## src/hw/rtl/ckb_pkg.sv

```systemverilog
package ckb_pkg;

	localparam int SCREEN_COLS  = 240;
	localparam int SCREEN_LINES = 160;
	localparam int STORE_DEPTH  = SCREEN_COLS * SCREEN_LINES;
	localparam int ADDR_W       = $clog2(STORE_DEPTH);
	localparam int COL_W        = $clog2(SCREEN_COLS);
	localparam int ROW_W        = $clog2(SCREEN_LINES);
	// signed position plus unsigned size
	localparam int COORD_W      = 12;

	typedef enum logic [1:0] {
		OP_FILL   = 2'd0,
		OP_HEADER = 2'd1,
		OP_PIXEL  = 2'd2,
		OP_READ   = 2'd3
	} op_t;

	typedef enum logic [1:0] {
		ST_IDLE,
		ST_FILL,
		ST_READ
	} state_t;

	typedef struct packed {
		op_t                op;
		logic signed [9:0]  pos_x;
		logic signed [9:0]  pos_y;
		logic [8:0]         width;
		logic [8:0]         height;
		logic [7:0]         pixel_value;
		logic [15:0]        read_address;
	} item_t;

	typedef struct packed {
		logic [7:0] read_data;
		logic       status;
		logic       sprite_done;
	} result_t;

	typedef struct packed {
		logic take;
		logic fill_run;
		logic read_load;
	} cmd_t;

	typedef struct packed {
		logic is_fill;
		logic is_read;
		logic fill_empty;
		logic fill_last;
	} stat_t;

endpackage

```

## src/hw/rtl/ckb_ctrl.sv

```systemverilog
module ckb_ctrl (
	input  logic           clk,
	input  logic           arst_n,
	input  logic           in_valid,
	input  logic           out_ready,
	input  ckb_pkg::stat_t stat,
	output logic           in_ready,
	output logic           out_valid,
	output ckb_pkg::cmd_t  cmd
);

	ckb_pkg::state_t state_q, state_d;
	logic            out_valid_q;
	logic            load;

	always_comb begin
		state_d = state_q;
		case (state_q)
			ckb_pkg::ST_IDLE: begin
				if (cmd.take && stat.is_read) begin
					state_d = ckb_pkg::ST_READ;
				end else if (cmd.take && stat.is_fill && !stat.fill_empty) begin
					state_d = ckb_pkg::ST_FILL;
				end
			end
			ckb_pkg::ST_FILL: begin
				if (stat.fill_last) begin
					state_d = ckb_pkg::ST_IDLE;
				end
			end
			ckb_pkg::ST_READ: begin
				state_d = ckb_pkg::ST_IDLE;
			end
			default: begin
				state_d = ckb_pkg::ST_IDLE;
			end
		endcase
	end

	always_comb begin
		in_ready      = (state_q == ckb_pkg::ST_IDLE) && (!out_valid_q || out_ready);
		cmd.take      = in_valid && in_ready;
		cmd.fill_run  = (state_q == ckb_pkg::ST_FILL);
		cmd.read_load = (state_q == ckb_pkg::ST_READ);
	end

	// results ready at once: header, pixel, empty fill
	assign load = (cmd.take && !stat.is_read && !(stat.is_fill && !stat.fill_empty))
		|| cmd.read_load || (cmd.fill_run && stat.fill_last);

	always_ff @(posedge clk or negedge arst_n) begin
		if (!arst_n) begin
			state_q     <= ckb_pkg::ST_IDLE;
			out_valid_q <= 1'b0;
		end else begin
			state_q <= state_d;
			if (load) begin
				out_valid_q <= 1'b1;
			end else if (out_ready) begin
				out_valid_q <= 1'b0;
			end
		end
	end

	assign out_valid = out_valid_q;

endmodule

```

## config.mk

```make
export PLATFORM = sky130hd
export DESIGN_NAME = ckb_ctrl
export DESIGN_NICKNAME = d
export VERILOG_FILES = /design/src/hw/rtl/ckb_pkg.sv /design/src/hw/rtl/ckb_ctrl.sv
export SDC_FILE = /design/constraint.sdc
export NUM_CORES = 1
export LEC_CHECK = 0
export BUFFER_PORTS_ARGS = -buffer_cell sky130_fd_sc_hd__buf_2
export CAP_MARGIN = 0
export CORE_AREA = 3 3 40 42
export DETAILED_ROUTE_END_ITERATION = 6
export DIE_AREA = 0 0 43 45
export PLACE_DENSITY = 0.36
export SYNTH_ARGS = -nofsm -noshare
export SYNTH_HDL_FRONTEND = slang
export SYNTH_SLANG_ARGS = --single-unit
```

## constraint.sdc

```tcl
create_clock -name clk -period 1.3 [get_ports clk]
set_input_delay 0.39 -clock clk [delete_from_list [all_inputs] [get_ports clk]]
set_output_delay 0.39 -clock clk [all_outputs]
set_load 0.02 [all_outputs]
```

==> results.yml, run 1 <==
outcome:
  outcome: "finished with violations"
  violations: "setup timing"
timing:
  period_share_pct: 114
  finalMaxSlewViolations: 0
  period_needed_ps: 1490
  setup_viol: 4
  final_hold_viol_count: 0
  fin_ws_ps: -185
  max_freq_ghz: 0.673
  worstMarginPinSlew_ps: 215
  fin_setup_tns_ps: -638
  finClkSkew_ps: 1.11
  rsz0062_at_grt: "yes"
  relSlewSlack_pct: 85.7
setup_path:
  critical-path-max-stage-delay_ps: 400
  worstPathMaxFanout: 3
  arrival_ps: 1100
  crit_path_end_kind: "output pin"
  path_buf_inv: 1
  path_cells: "nor2_4, and3_4, buf_6"
  cp_top_family: "flip-flops"
  start_kind: "flip-flop"
  slowest_stage: "dfrtp_1"
  cp.required_ps: 910
  crit_type: "reg2out"
routing:
  first_pass_iters: 1
  wl_per_cell_um: 9.32
  post-route-drc-count: 0
  wl_um: 494
  drt_iter0_drc: 0
  vias: 197
  avgViaCountPerCell: 3.72
  ant_nets: 0
pwr:
  powerDensity_nw_per_um2: 1240
  share_comb_of_total_power_pct: 32.6
  internal_power_uw: 295
  seqPwrFrac_pct: 27.0
  power.leakage_nw: 0.185
  swShare_pct: 30.1
  vdd_drop_max_mv: 0.277
  p_clk_share_pct: 40.4
  switchingPower_uw: 127
floorplanning:
  io_pins: 13
  core-area_sq_um: 1280
  num_rows: 13
  die_area_sq_um: 1940
  fp.dieW_um: 43
  start_util_pct: 13.8
  die_y_um: 45
logic_synthesis:
  synth_edf_count: 0
  async_flop_share_pct: 100
  netlist_instances: 18
  ys_types: 14
  synth_most_common_cell: "dfrtp_1"
  syn_nets: 26
  syn_area_per_cell_sq_um: 9.87
  synth_top_flop_cell: "dfrtp_1"
  synth_area_leaders: "dfrtp_1, nand2b_4, and2_1"
  yosys.area.top_type_share_pct: 42.3
  netlist_area_sq_um: 178
  synthTopCellsByCount: "dfrtp_1, and2_1, inv_1"
  synth_seq_cells: 3
  synth_largest_area_cell: "dfrtp_1"
  yosysSeqAreaShare_pct: 42.3
  yosys_warnings: 0
global_routing:
  grt_pass1_wl_um: 821
  globalRouteMet1Util_pct: 4.84
  grt_max_degree: 4
  grtUsageMet2_pct: 10.8
  overflow: 0
  met3_usage_pct: 2.39
  grt_use_total_pct: 6.67
  busiest_layer: "met4"
  antenna_found_initial: 0
  grt_pass1_vias: 221
place:
  dp.cells: 46
  place_ws_ps: -28.6
  port_buffers: 12
  place_congestion: 0.737
clock_tree:
  ctsHtreeMaxLevel: 1
  ctsRootBufferMaster: "clkbuf_4"
  cts_max_path_buffers: 2
  cts_sinks: 3
  cts_buffers: 3
  clk_pin_slew_ps: 40
  insertion_delay_ps: 240
  cts_tree: "yes"
final_layout:
  drive_gt1_share_pct: 57.9
  instances_no_fill: 53
  layout.nets: 47
  diodes: 0
  fillers: 150
  syn_to_final_growth_pct: 92.3
job:
  drv_cap: 0
min_path:
  worst_hold_path_type: "in2reg"
[metal layers]
| metal | share of wire [%] | wire length, um |
|---|---|---|
| met2 | 51 | 254 |
| met3 | 8.1 | 40 |
| met1 | 34 | 167 |
| met5 | 0 | 0 |
| met4 | 6.3 | 31 |
[power groups by stage]
stage / clock network (mW) / registers, mW / logic (mW)
after global routing: 0.182 / 0.116 / 0.148
after CTS: 0.177 / 0.113 / 0.132
after global placement: 0 / 0.114 / 0.103
after detailed placement: 0 / 0.114 / 0.104
final: 0.171 / 0.114 / 0.138
after floorplan: 0 / 0.121 / 0.0538
[path summary, 6_finish.rpt]
| kind | start | end | slack [ps] | cells past startpoint |
|---|---|---|---|---|
| hold / removal | stat[2] | state_q[1] | 390 | 2 |
| setup reg to reg | out_valid | state_q[0] | 250 | 4 |
| min in group asynchronous | arst_n | state_q[0] | 480 | 2 |
| hold reg to reg | out_valid | out_valid | 550 | 2 |
| setup / recovery | state_q[0] | cmd[2] | -190 | 3 |
| max in group asynchronous | arst_n | out_valid | 720 | 2 |
[repair_timing]
item                                    CTS  global route
gates resized for setup                   6             2
pin swaps                                 3             1
endpoints found under the hold margin     3             0
endpoints found under the setup margin    4             4
hold buffers                              1             0
setup buffers                             2             0
[kinds of logic (layout without fill, tap and decap cells)]
group                  Yosys count  after routing  share of synthesized area, %
AOI/OAI and AO/OA                1              1                          4.93
and+or+nand+nor                 12             12                          48.6
buffers and inverters            2             22                          4.23
DFF                              3              3                          42.3
[placed cells by master (no fill, tap or decap), types with 2 or more instances in the layout]
master    instances
buf_2             9
buf_4             3
buf_6             3
clkbuf_4          3
dfrtp_1           3
inv_1             2
[registers in the layout, summed over array words and instances, names as in the netlist]
| register | cells |
|---|---|
| out_valid | 1 |
| state_q | 2 |
[per-stage QoR]
step | utilization, % | area [sq um] | hold WS (ps) | total power, mW
floorplan | - | 178 | 94.4 | 0.175
global placement | 20.5 | 264 | 186 | 0.218
detailed placement | 20.5 | 264 | 187 | 0.218
CTS | 26.0 | 334 | 386 | 0.422
global route | 26.6 | 342 | 401 | 0.447
finish | 26.6 | 342 | 393 | 0.422
[cell type report]
| class | instances | area [sq um] | area share (%) |
|---|---|---|---|
| Clock buffer | 4 | 26.3 | 7.69 |
| Inverter | 2 | 7.51 | 2.20 |
| Multi-Input combinational cell | 13 | 103 | 30.0 |
| Sequential cell | 3 | 75.1 | 22.0 |
| Tap cell | 15 | 18.8 | 5.49 |
| Timing Repair Buffer | 16 | 111 | 32.6 |
Note: power is estimated with default switching activity, not from simulation.
==> run 2, diff against run 1 <==
==> constraint.sdc (replaced) <==
create_clock -name clk -period 1.3 [get_ports clk]
set_input_delay 0.13 -clock clk [delete_from_list [all_inputs] [get_ports clk]]
set_output_delay 0.13 -clock clk [all_outputs]
set_load 0.02 [all_outputs]
==> run 2 against run 1 <==
The flow now finishes without violations. Maximum frequency grew 20%. Largest power group unchanged. Via count shrank 8.6%. Final cell count shrank 5.7%. Routed wire length shrank 12%. Clock power shrank 6%. Total power shrank 11%. Die area is the same. Worst setup slack gained 250 ps. Sequential cell count is the same. Worst hold slack lost 250 ps. Count of clock-buffer cells in the layout is the same. Highest routed layer unchanged. Non-clock buffer count shrank 3.
==> results.yml, run 2 (same netlist as run 1, synthesis figures left out) <==
global_routing:
  antenna_found_initial: 0
  grtUsageMet2_pct: 8.08
  grt_pass1_wl_um: 662
  grt_use_total_pct: 5.43
  overflow: 0
  busiest_layer: "met4"
  globalRouteMet1Util_pct: 4.13
  grt_pass1_vias: 188
  grt_max_degree: 4
  met3_usage_pct: 2.39
final_layout:
  layout.nets: 44
  final_common_cell: "buf_2"
  regMostFlops: "state_q"
  final_area_sq_um: 295
  diodes: 0
  instances_no_fill: 50
  largest_reg_flops: 2
  final_cell_mix: "buf_2, clkbuf_4, dfrtp_1"
  fillers: 148
  syn_to_final_growth_pct: 66.2
  drive_gt1_share_pct: 51.4
setup_path:
  cp_top_family: "flip-flops"
  path_buf_inv: 1
  critical-path-max-stage-delay_ps: 390
  slowest_stage: "dfrtp_1"
  cp.required_ps: 1170
  arrival_ps: 1110
  worstPathMaxFanout: 3
  crit_path_end_kind: "output pin"
  start_kind: "flip-flop"
  crit_type: "reg2out"
  path_cells: "nor2_2, and3_4, buf_4"
outcome:
  outcome: "completed"
clock_tree:
  insertion_delay_ps: 230
  cts_buffers: 3
  ctsRootBufferMaster: "clkbuf_4"
  cts_max_path_buffers: 2
  clk_pin_slew_ps: 40
  ctsHtreeMaxLevel: 1
  postCtsSetupRepairBufs: 0
  cts_sinks: 3
  cts_tree: "yes"
timing:
  finalMaxSlewViolations: 0
  setup_viol: 0
  max_freq_ghz: 0.807
  worstMarginPinSlew_ps: 209
  period_share_pct: 95.3
  rsz0062_at_grt: "no"
  final_hold_viol_count: 0
  period_needed_ps: 1240
  whs_ps: 140
  relSlewSlack_pct: 86.1
  fin_ws_ps: 61.2
  fin_setup_tns_ps: 0
  finClkSkew_ps: 2.08
place:
  dp.cells: 45
  place_congestion: 0.739
  hpwl_um: 369
  port_buffers: 12
  placed_area_sq_um: 256
  place_ws_ps: 287
routing:
  wl_um: 435
  wl_per_cell_um: 8.70
  post-route-drc-count: 0
  avgViaCountPerCell: 3.60
  drt_iter0_drc: 1
  first_pass_iters: 2
  ant_nets: 0
  vias: 180
pwr:
  powerDensity_nw_per_um2: 1270
  share_comb_of_total_power_pct: 27.0
  switchingPower_uw: 108
  internal_power_uw: 266
  vdd_drop_max_mv: 0.392
  p_clk_share_pct: 43.0
  swShare_pct: 29.0
  power.leakage_nw: 0.162
  seqPwrFrac_pct: 30.0
floorplanning:
  core-area_sq_um: 1280
  die_y_um: 45
  io_pins: 13
  fp.dieW_um: 43
  num_rows: 13
  die_area_sq_um: 1940
  start_util_pct: 13.8
job:
  drv_cap: 0
min_path:
  worst_hold_path_type: "in2reg"
-- run 2: cell types whose count changed in the layout (fill, tap and decap cells not counted) --
cell / before / now
nor2_4: 1 / 0
and2_4: 1 / 0
and2_1: 1 / 2
buf_4: 3 / 1
buf_2: 9 / 11
buf_6: 3 / 0
nor2_2: 0 / 1
-- run 2: layout make-up --
type	count	area (sq um)	area share, %
Sequential cell	3	75.1	25.4
Inverter	2	7.51	2.54
Clock buffer	4	26.3	8.90
Multi-Input combinational cell	13	95.1	32.2
Tap cell	15	18.8	6.36
Timing Repair Buffer	13	72.6	24.6
-- run 2: worst register-to-register path: stages, from the launching register on --
cell,delay [ps]
dfrtp_1,390
nor2_2,150
and3_4,200
a22o_1,120
-- run 2: per-layer routing --
layer / vias up / routed length [um]
met1: 77 / 150
met2: 8 / 226
met3: 2 / 38
met5: - / 0
met4: 0 / 19
li1: 93 / -
-- run 2: timing repair --
action                     4_1_cts  5_1_grt
gates resized for setup          0        1
hold buffers                     1        0
hold endpoints to repair         3        0
setup endpoints to repair        0        1
-- run 2: through the flow --
step	power, mW	utilization, %
final	0.375	23.0
after global routing	0.398	23.0
after CTS	0.386	22.8
after detailed placement	0.212	20.0
after global placement	0.213	20.0
after floorplan	0.175	-
-- run 2: path summary, 6_finish.rpt --
kind,startpoint,endpoint,slack (ps),depth (start not counted)
max in group asynchronous,arst_n,state_q[0],970,2
worst min register to register,out_valid,out_valid,550,2
worst max register to register,state_q[1],state_q[0],370,3
worst min-delay path,stat[2],state_q[1],140,2
min in group asynchronous,arst_n,out_valid,230,2
worst max-delay path,state_q[1],cmd[2],60,3
-- run 2: power groups by stage --
stage	logic [mW]	registers, mW	clock network [mW]
after floorplan	0.0538	0.121	0
after global placement	0.0990	0.114	0
after detailed placement	0.0980	0.114	0
after global routing	0.110	0.114	0.174
final	0.101	0.112	0.161
after CTS	0.101	0.113	0.172
